`src/design/assert_macros.svh`:
```
// Assertion macros for the RTL of the trajectory evaluator.
// Depends on nothing; included by the modules that carry assertions.
`ifndef ASSERT_MACROS_SVH
`define ASSERT_MACROS_SVH

// Property checked on every rising clock edge outside reset.
`define ASSERT_CLK(label, clk, rst, prop, msg) \
   label: assert property (@(posedge clk) disable iff (rst) (prop)) \
      else $error(msg);

// Condition in one cycle implies an expression in the next cycle.
`define ASSERT_NEXT(label, clk, rst, cond, expr, msg) \
   label: assert property (@(posedge clk) disable iff (rst) (cond) |=> (expr)) \
      else $error(msg);

`endif

```
`src/design/mjt_pkg.sv`:
```
// Package of the minimum-jerk trajectory evaluator: widths, codes and payload types.
// Depends on nothing; used by mjt_mul, min_jerk_trajectory_point and the testbench.
`default_nettype none

package mjt_pkg;

   // Field widths of the request and response.
   localparam int TIME_W = 32;
   localparam int AMP_W  = 32;

   // Normalized time is an unsigned Q0.32 fraction.
   localparam int FRAC_W = 32;

   // Limb width of the pipelined multipliers and their register depth.
   localparam int LIMB_W     = 32;
   localparam int MUL_STAGES = 3;

   // Quintic coefficients: 10 s^3 - 15 s^4 + 6 s^5.
   localparam logic [3:0] POLY_C3 = 4'd10;
   localparam logic [3:0] POLY_C4 = 4'd15;
   localparam logic [3:0] POLY_C5 = 4'd6;

   // Inner factor 10 - 15 s + 6 s^2 scaled by 2^64 needs four integer bits.
   localparam int QV_W = 2 * FRAC_W + 4;
   localparam logic [QV_W-1:0] QV_BASE = QV_W'(POLY_C3) << (2 * FRAC_W);

   // The full polynomial carries 5 * FRAC_W fraction bits.
   localparam int POLY_FRAC_W = 5 * FRAC_W;

   // Register port.
   localparam int CSR_ADDR_W    = 3;
   localparam int CSR_DATA_W    = 32;
   localparam int CSR_INDEX_LSB = 2;
   localparam logic [TIME_W-1:0] END_TICK_RESET = 32'd800;

   typedef enum logic {
      CSR_START_TICK = 1'b0,
      CSR_END_TICK   = 1'b1
   } csr_index_type;

   typedef enum logic [1:0] {
      PHASE_BEFORE = 2'd0,
      PHASE_MOVING = 2'd1,
      PHASE_DONE   = 2'd2
   } phase_type;

   typedef struct packed {
      logic        [TIME_W-1:0] time_tick;
      logic signed [AMP_W-1:0]  amplitude;
   } req_type;

   typedef struct packed {
      logic signed [AMP_W-1:0] position;
      phase_type               phase;
   } rsp_type;

endpackage

`default_nettype wire

```
`src/design/mjt_mul.sv`:
```
// Pipelined unsigned multiplier built from 32x32 limb products in three stages.
// Depends on mjt_pkg for the limb width and stage count.
`default_nettype none

module mjt_mul
   import mjt_pkg::*;
#(
   parameter int A_W = 32,
   parameter int B_W = 32
) (
   input  logic                  clock,
   input  logic [MUL_STAGES-1:0] stage_en,
   input  logic [A_W-1:0]        a,
   input  logic [B_W-1:0]        b,
   output logic [A_W+B_W-1:0]    prod
);

   localparam int NA    = (A_W + LIMB_W - 1) / LIMB_W;
   localparam int NB    = (B_W + LIMB_W - 1) / LIMB_W;
   localparam int ROW_W = (NA + 1) * LIMB_W;
   localparam int SUM_W = (NA + NB) * LIMB_W;

   logic [NA*LIMB_W-1:0] a_ext;
   logic [NB*LIMB_W-1:0] b_ext;
   logic [2*LIMB_W-1:0]  pp_ff     [NA][NB];
   logic [ROW_W-1:0]     even_row  [NB];
   logic [ROW_W-1:0]     odd_row   [NB];
   logic [ROW_W-1:0]     row_ff    [NB];
   logic [SUM_W-1:0]     sum_in;
   logic [SUM_W-1:0]     sum_ff;

   assign a_ext = (NA*LIMB_W)'(a);
   assign b_ext = (NB*LIMB_W)'(b);

   // Stage one: every limb product in its own multiplier.
   always_ff @(posedge clock) begin
      if (stage_en[0]) begin
         for (int i = 0; i < NA; i++) begin
            for (int j = 0; j < NB; j++) begin
               pp_ff[i][j] <= (2*LIMB_W)'(a_ext[i*LIMB_W +: LIMB_W])
                            * (2*LIMB_W)'(b_ext[j*LIMB_W +: LIMB_W]);
            end
         end
      end
   end

   // Products of even and of odd limbs do not overlap, so each set is a
   // plain concatenation and one row needs a single add.
   always_comb begin
      for (int j = 0; j < NB; j++) begin
         even_row[j] = '0;
         odd_row[j]  = '0;
         for (int i = 0; i < NA; i++) begin
            if ((i & 1) == 0) begin
               even_row[j][i*LIMB_W +: 2*LIMB_W] = pp_ff[i][j];
            end else begin
               odd_row[j][i*LIMB_W +: 2*LIMB_W] = pp_ff[i][j];
            end
         end
      end
   end

   // Stage two: one row per limb of b.
   always_ff @(posedge clock) begin
      if (stage_en[1]) begin
         for (int j = 0; j < NB; j++) begin
            row_ff[j] <= even_row[j] + odd_row[j];
         end
      end
   end

   // Stage three: shifted rows summed into the full product.
   always_comb begin
      sum_in = '0;
      for (int j = 0; j < NB; j++) begin
         sum_in = sum_in + (SUM_W'(row_ff[j]) << (j * LIMB_W));
      end
   end

   always_ff @(posedge clock) begin
      if (stage_en[2]) begin
         sum_ff <= sum_in;
      end
   end

   assign prod = sum_ff[A_W+B_W-1:0];

endmodule

`default_nettype wire

```
`config.mk`:
```
export PLATFORM = sky130hd
export DESIGN_NAME = mjt_mul
export DESIGN_NICKNAME = d
export VERILOG_FILES = /design/src/design/assert_macros.svh /design/src/design/mjt_pkg.sv /design/src/design/mjt_mul.sv
export SDC_FILE = /design/constraint.sdc
export NUM_CORES = 2
export LEC_CHECK = 0
export CORE_UTILIZATION = 35
export DETAILED_ROUTE_END_ITERATION = 12
export DONT_BUFFER_PORTS = 1
export PLACE_DENSITY_LB_ADDON = 0.15
export SLEW_MARGIN = 10
export SYNTH_ARGS = -nofsm -noshare
export SYNTH_HDL_FRONTEND = slang
export SYNTH_SLANG_ARGS = --single-unit
```
`constraint.sdc`:
```
create_clock -name clock -period 15.6 [get_ports clock]
set_clock_uncertainty 0.1 [all_clocks]
set_input_delay 3.12 -clock clock [delete_from_list [all_inputs] [get_ports clock]]
set_output_delay 3.12 -clock clock [all_outputs]
set_load 0.005 [all_outputs]
```
==> results.toml <==
[outcome]
status = "finished clean"

[hold_path]
hold_class = "reg2reg"
hold_end = "row_ff[0][61]$_DFFE_PP_"
holdPathStages = 0
min_from = "pp_ff[0][61]$_DFFE_PP_"

[sta]
max_slew.worst_pin.slew_ps = 636
worst_slew_margin_rel_pct = 57.3
whs_ps = 315
timing.final.crit_share_pct = 66.6
setup_ws_ps = 5220
rsz0062_at_grt = "false"
finalSetupTns_ps = 0
clock.fmax_mhz = 96.3
min_period_ps = 10380
hold_viol = 0
finalMaxSlewViolations = 0
setup_violations = 0

[floorplan]
fp.dieW_um = 336
ioPinCount = 132
core-area_um2 = 111000
row_count = 122
die_h_um = 336
initial_core_util_pct = 35.3
dieArea_um2 = 113000

[global_route]
first_global_vias = 27300
met3_usage_pct = 5.16
grtUsageMet1_pct = 30.1
grt.total_usage_pct = 20.9
grt_pass1_wl_mm = 174
overflow = 0
grt_max_degree = 65
met2_usage_pct = 32.0
grt.busiest_layer = "met2"
antenna_found_initial = 11

[clock_tree]
cts_tree = "built"
cts_hold_buf = 0
clk_transition_reported_paths_ps = 70
clkSinkCount = 192
cts_buffer_depth = 2
cts_htree_levels = 4
cts_resized = 0
cts_made_buffers = 17
clk_latency_ps = 430
post_cts_buffers = 0
ctsRootBufferMaster = "clkbuf_16"

[placement]
port_buffers = 0
gp_congestion = 0.863
dp_hpwl_mm = 85.4
post-place-ws_ps = 4720
dp.cells = 5143

[worst_setup_path]
endpoint_kind = "flop"
crit_type = "in2reg"
worstRegToRegCells = 0
critPathLaunchType = "input port"
critPathArrivalTime_ps = 10460
cp.required_ps = 15670
rr_endpoint = "row_ff[0][14]$_DFFE_PP_"
cp_max_fo = 32
regToRegStartpoint = "pp_ff[0][14]$_DFFE_PP_"
r2r_slack_ps = 14840

[synthesis]
ys_seq_area_share_pct = 14.8
async_reset_ff_share_pct = 0
ys_warn_count = 0
synth_area_um2 = 39100
syn_inst = 3879
syn_area_per_cell_um2 = 10.1
synth_top_area_share_pct = 45.9
synth_edf_count = 192
synth-main-ff-cell = "edfxtp_1"
synthTopCellsByCount = "896 x fa_1, 862 x inv_1, 601 x and2_1"
ys_seq_elements = 192
synth_nets = 5106
synth.most_common_cell = "fa_1"
synth.distinct_cells = 56
yosys.area.top_type = "fa_1"
synth_area_leaders = "fa_1 46%, edfxtp_1 15%, and2_1 9.6%, ha_1 8.4%, inv_1 8.3%"

[detailed_routing]
wire_per_inst_um = 22.0
ant_nets = 0
drc = 0
viasPerCell = 4.79
dr.first_iter.drc_count = 1623
first_pass_iters = 5
vias = 24800
routed_wl_mm = 114

[finish]
final_cells = 5179
multi_input_area_um2 = 29200
fill_cells = 11300
syn_to_final_growth_pct = 4.09
drive_gt1_share_pct = 1.14
ff_latch_area_um2 = 5770
nets = 4901

[job]
maxCapViolations = 0
-- cells by family (layout without fill, tap and decap cells) --
| family | count (synthesis) | count (layout) | synth area share, % |
|---|---|---|---|
| compound gates | 206 | 206 | 3.46 |
| xor+xnor | 63 | 63 | 1.41 |
| fa+ha+maj | 1159 | 1159 | 54.3 |
| buf+inv | 1086 | 893 | 10.5 |
| flops | 192 | 192 | 14.8 |
| other cells | 0 | 5 | 0 |
| simple gates | 1173 | 1173 | 15.6 |
-- sequential cells by signal, indices dropped and copies added, names as in the netlist --
signal and flops:
prod 64, row_ff 64, pp_ff 64
-- final cells by class --
| class | count | area share [%] |
|---|---|---|
| diodes | 5 | 0.0308 |
| inverters | 862 | 7.95 |
| clock inverters | 14 | 0.403 |
| multi-input cells | 2601 | 71.8 |
| well taps | 1488 | 4.58 |
| flip-flops and latches | 192 | 14.2 |
| clock buffers | 17 | 1.05 |
-- cell usage in the layout, fill, tap and decap left out, drive strengths merged, types with 2 or more instances in the layout --
| cell | n |
|---|---|
| clkinvlp | 2 |
| xor2 | 26 |
| clkinv | 8 |
| nor3 | 6 |
| a41oi | 3 |
| a221oi | 2 |
| o21ai | 41 |
| o21a | 5 |
| edfxtp | 192 |
| nand4 | 25 |
| nand2 | 469 |
| nor2b | 7 |
| nand3 | 16 |
| a311o | 2 |
| fa | 896 |
| bufinv | 2 |
| clkbuf | 17 |
| a31oi | 10 |
| o221ai | 2 |
| and2 | 601 |
| and3 | 10 |
| xnor2 | 37 |
| nand2b | 3 |
| inv | 864 |
| ha | 263 |
| diode | 5 |
| a21oi | 74 |
| a311oi | 3 |
| o211ai | 3 |
| a21boi | 5 |
| a21o | 32 |
| a2111oi | 2 |
| o21bai | 14 |
| nor2 | 31 |
| o31ai | 3 |
| or3 | 2 |
-- worst max-delay path: stages --
cell	delay [ps]
and2_1	160
fa_1	540
inv_1	60
fa_1	530
inv_1	50
fa_1	490
inv_1	50
fa_1	540
inv_1	50
fa_1	500
fa_1	430
fa_1	520
fa_1	420
ha_1	400
a21oi_1	200
o21ai_1	130
a2111oi_0	490
o21bai_1	160
a221oi_1	440
o221ai_1	270
a311o_1	340
a21oi_1	240
o21ai_1	130
xor2_1	160
-- metrics by stage --
step	utilization, %	area [um^2]
final	36.8	40700
after global routing	36.7	40700
after CTS	36.7	40700
after detailed placement	36.2	40100
after global placement	36.2	40100
after floorplan	-	39100
-- routing by layer --
layer  vias to the layer above  routed length [um]  part of all wire, %
met1                     13200               53200                   47
met2                       586               50000                   44
met4                         4                1370                  1.2
met5                         -                  40                0.035
li1                      11000                   -                    -
met3                        75                9270                  8.1
-- worst max path at each step --
stage | from | endpoint | slack, ps | depth (start not counted)
6_report | a[10] | pp_ff[0][62]$_DFFE_PP_ | 5220 | 24
5_1_grt | a[10] | pp_ff[0][62]$_DFFE_PP_ | 4940 | 24
4_1_cts | a[10] | pp_ff[0][62]$_DFFE_PP_ | 5210 | 24
3_5_place_dp | a[10] | pp_ff[0][62]$_DFFE_PP_ | 4720 | 24
3_3_place_gp | a[10] | pp_ff[0][62]$_DFFE_PP_ | 4790 | 24
2_1_floorplan | b[17] | pp_ff[0][62]$_DFFE_PP_ | 5430 | 26
Power is left out: the tool's default activity adds up to more than one toggle a clock period on the data nets, which glitch-free logic cannot reach.
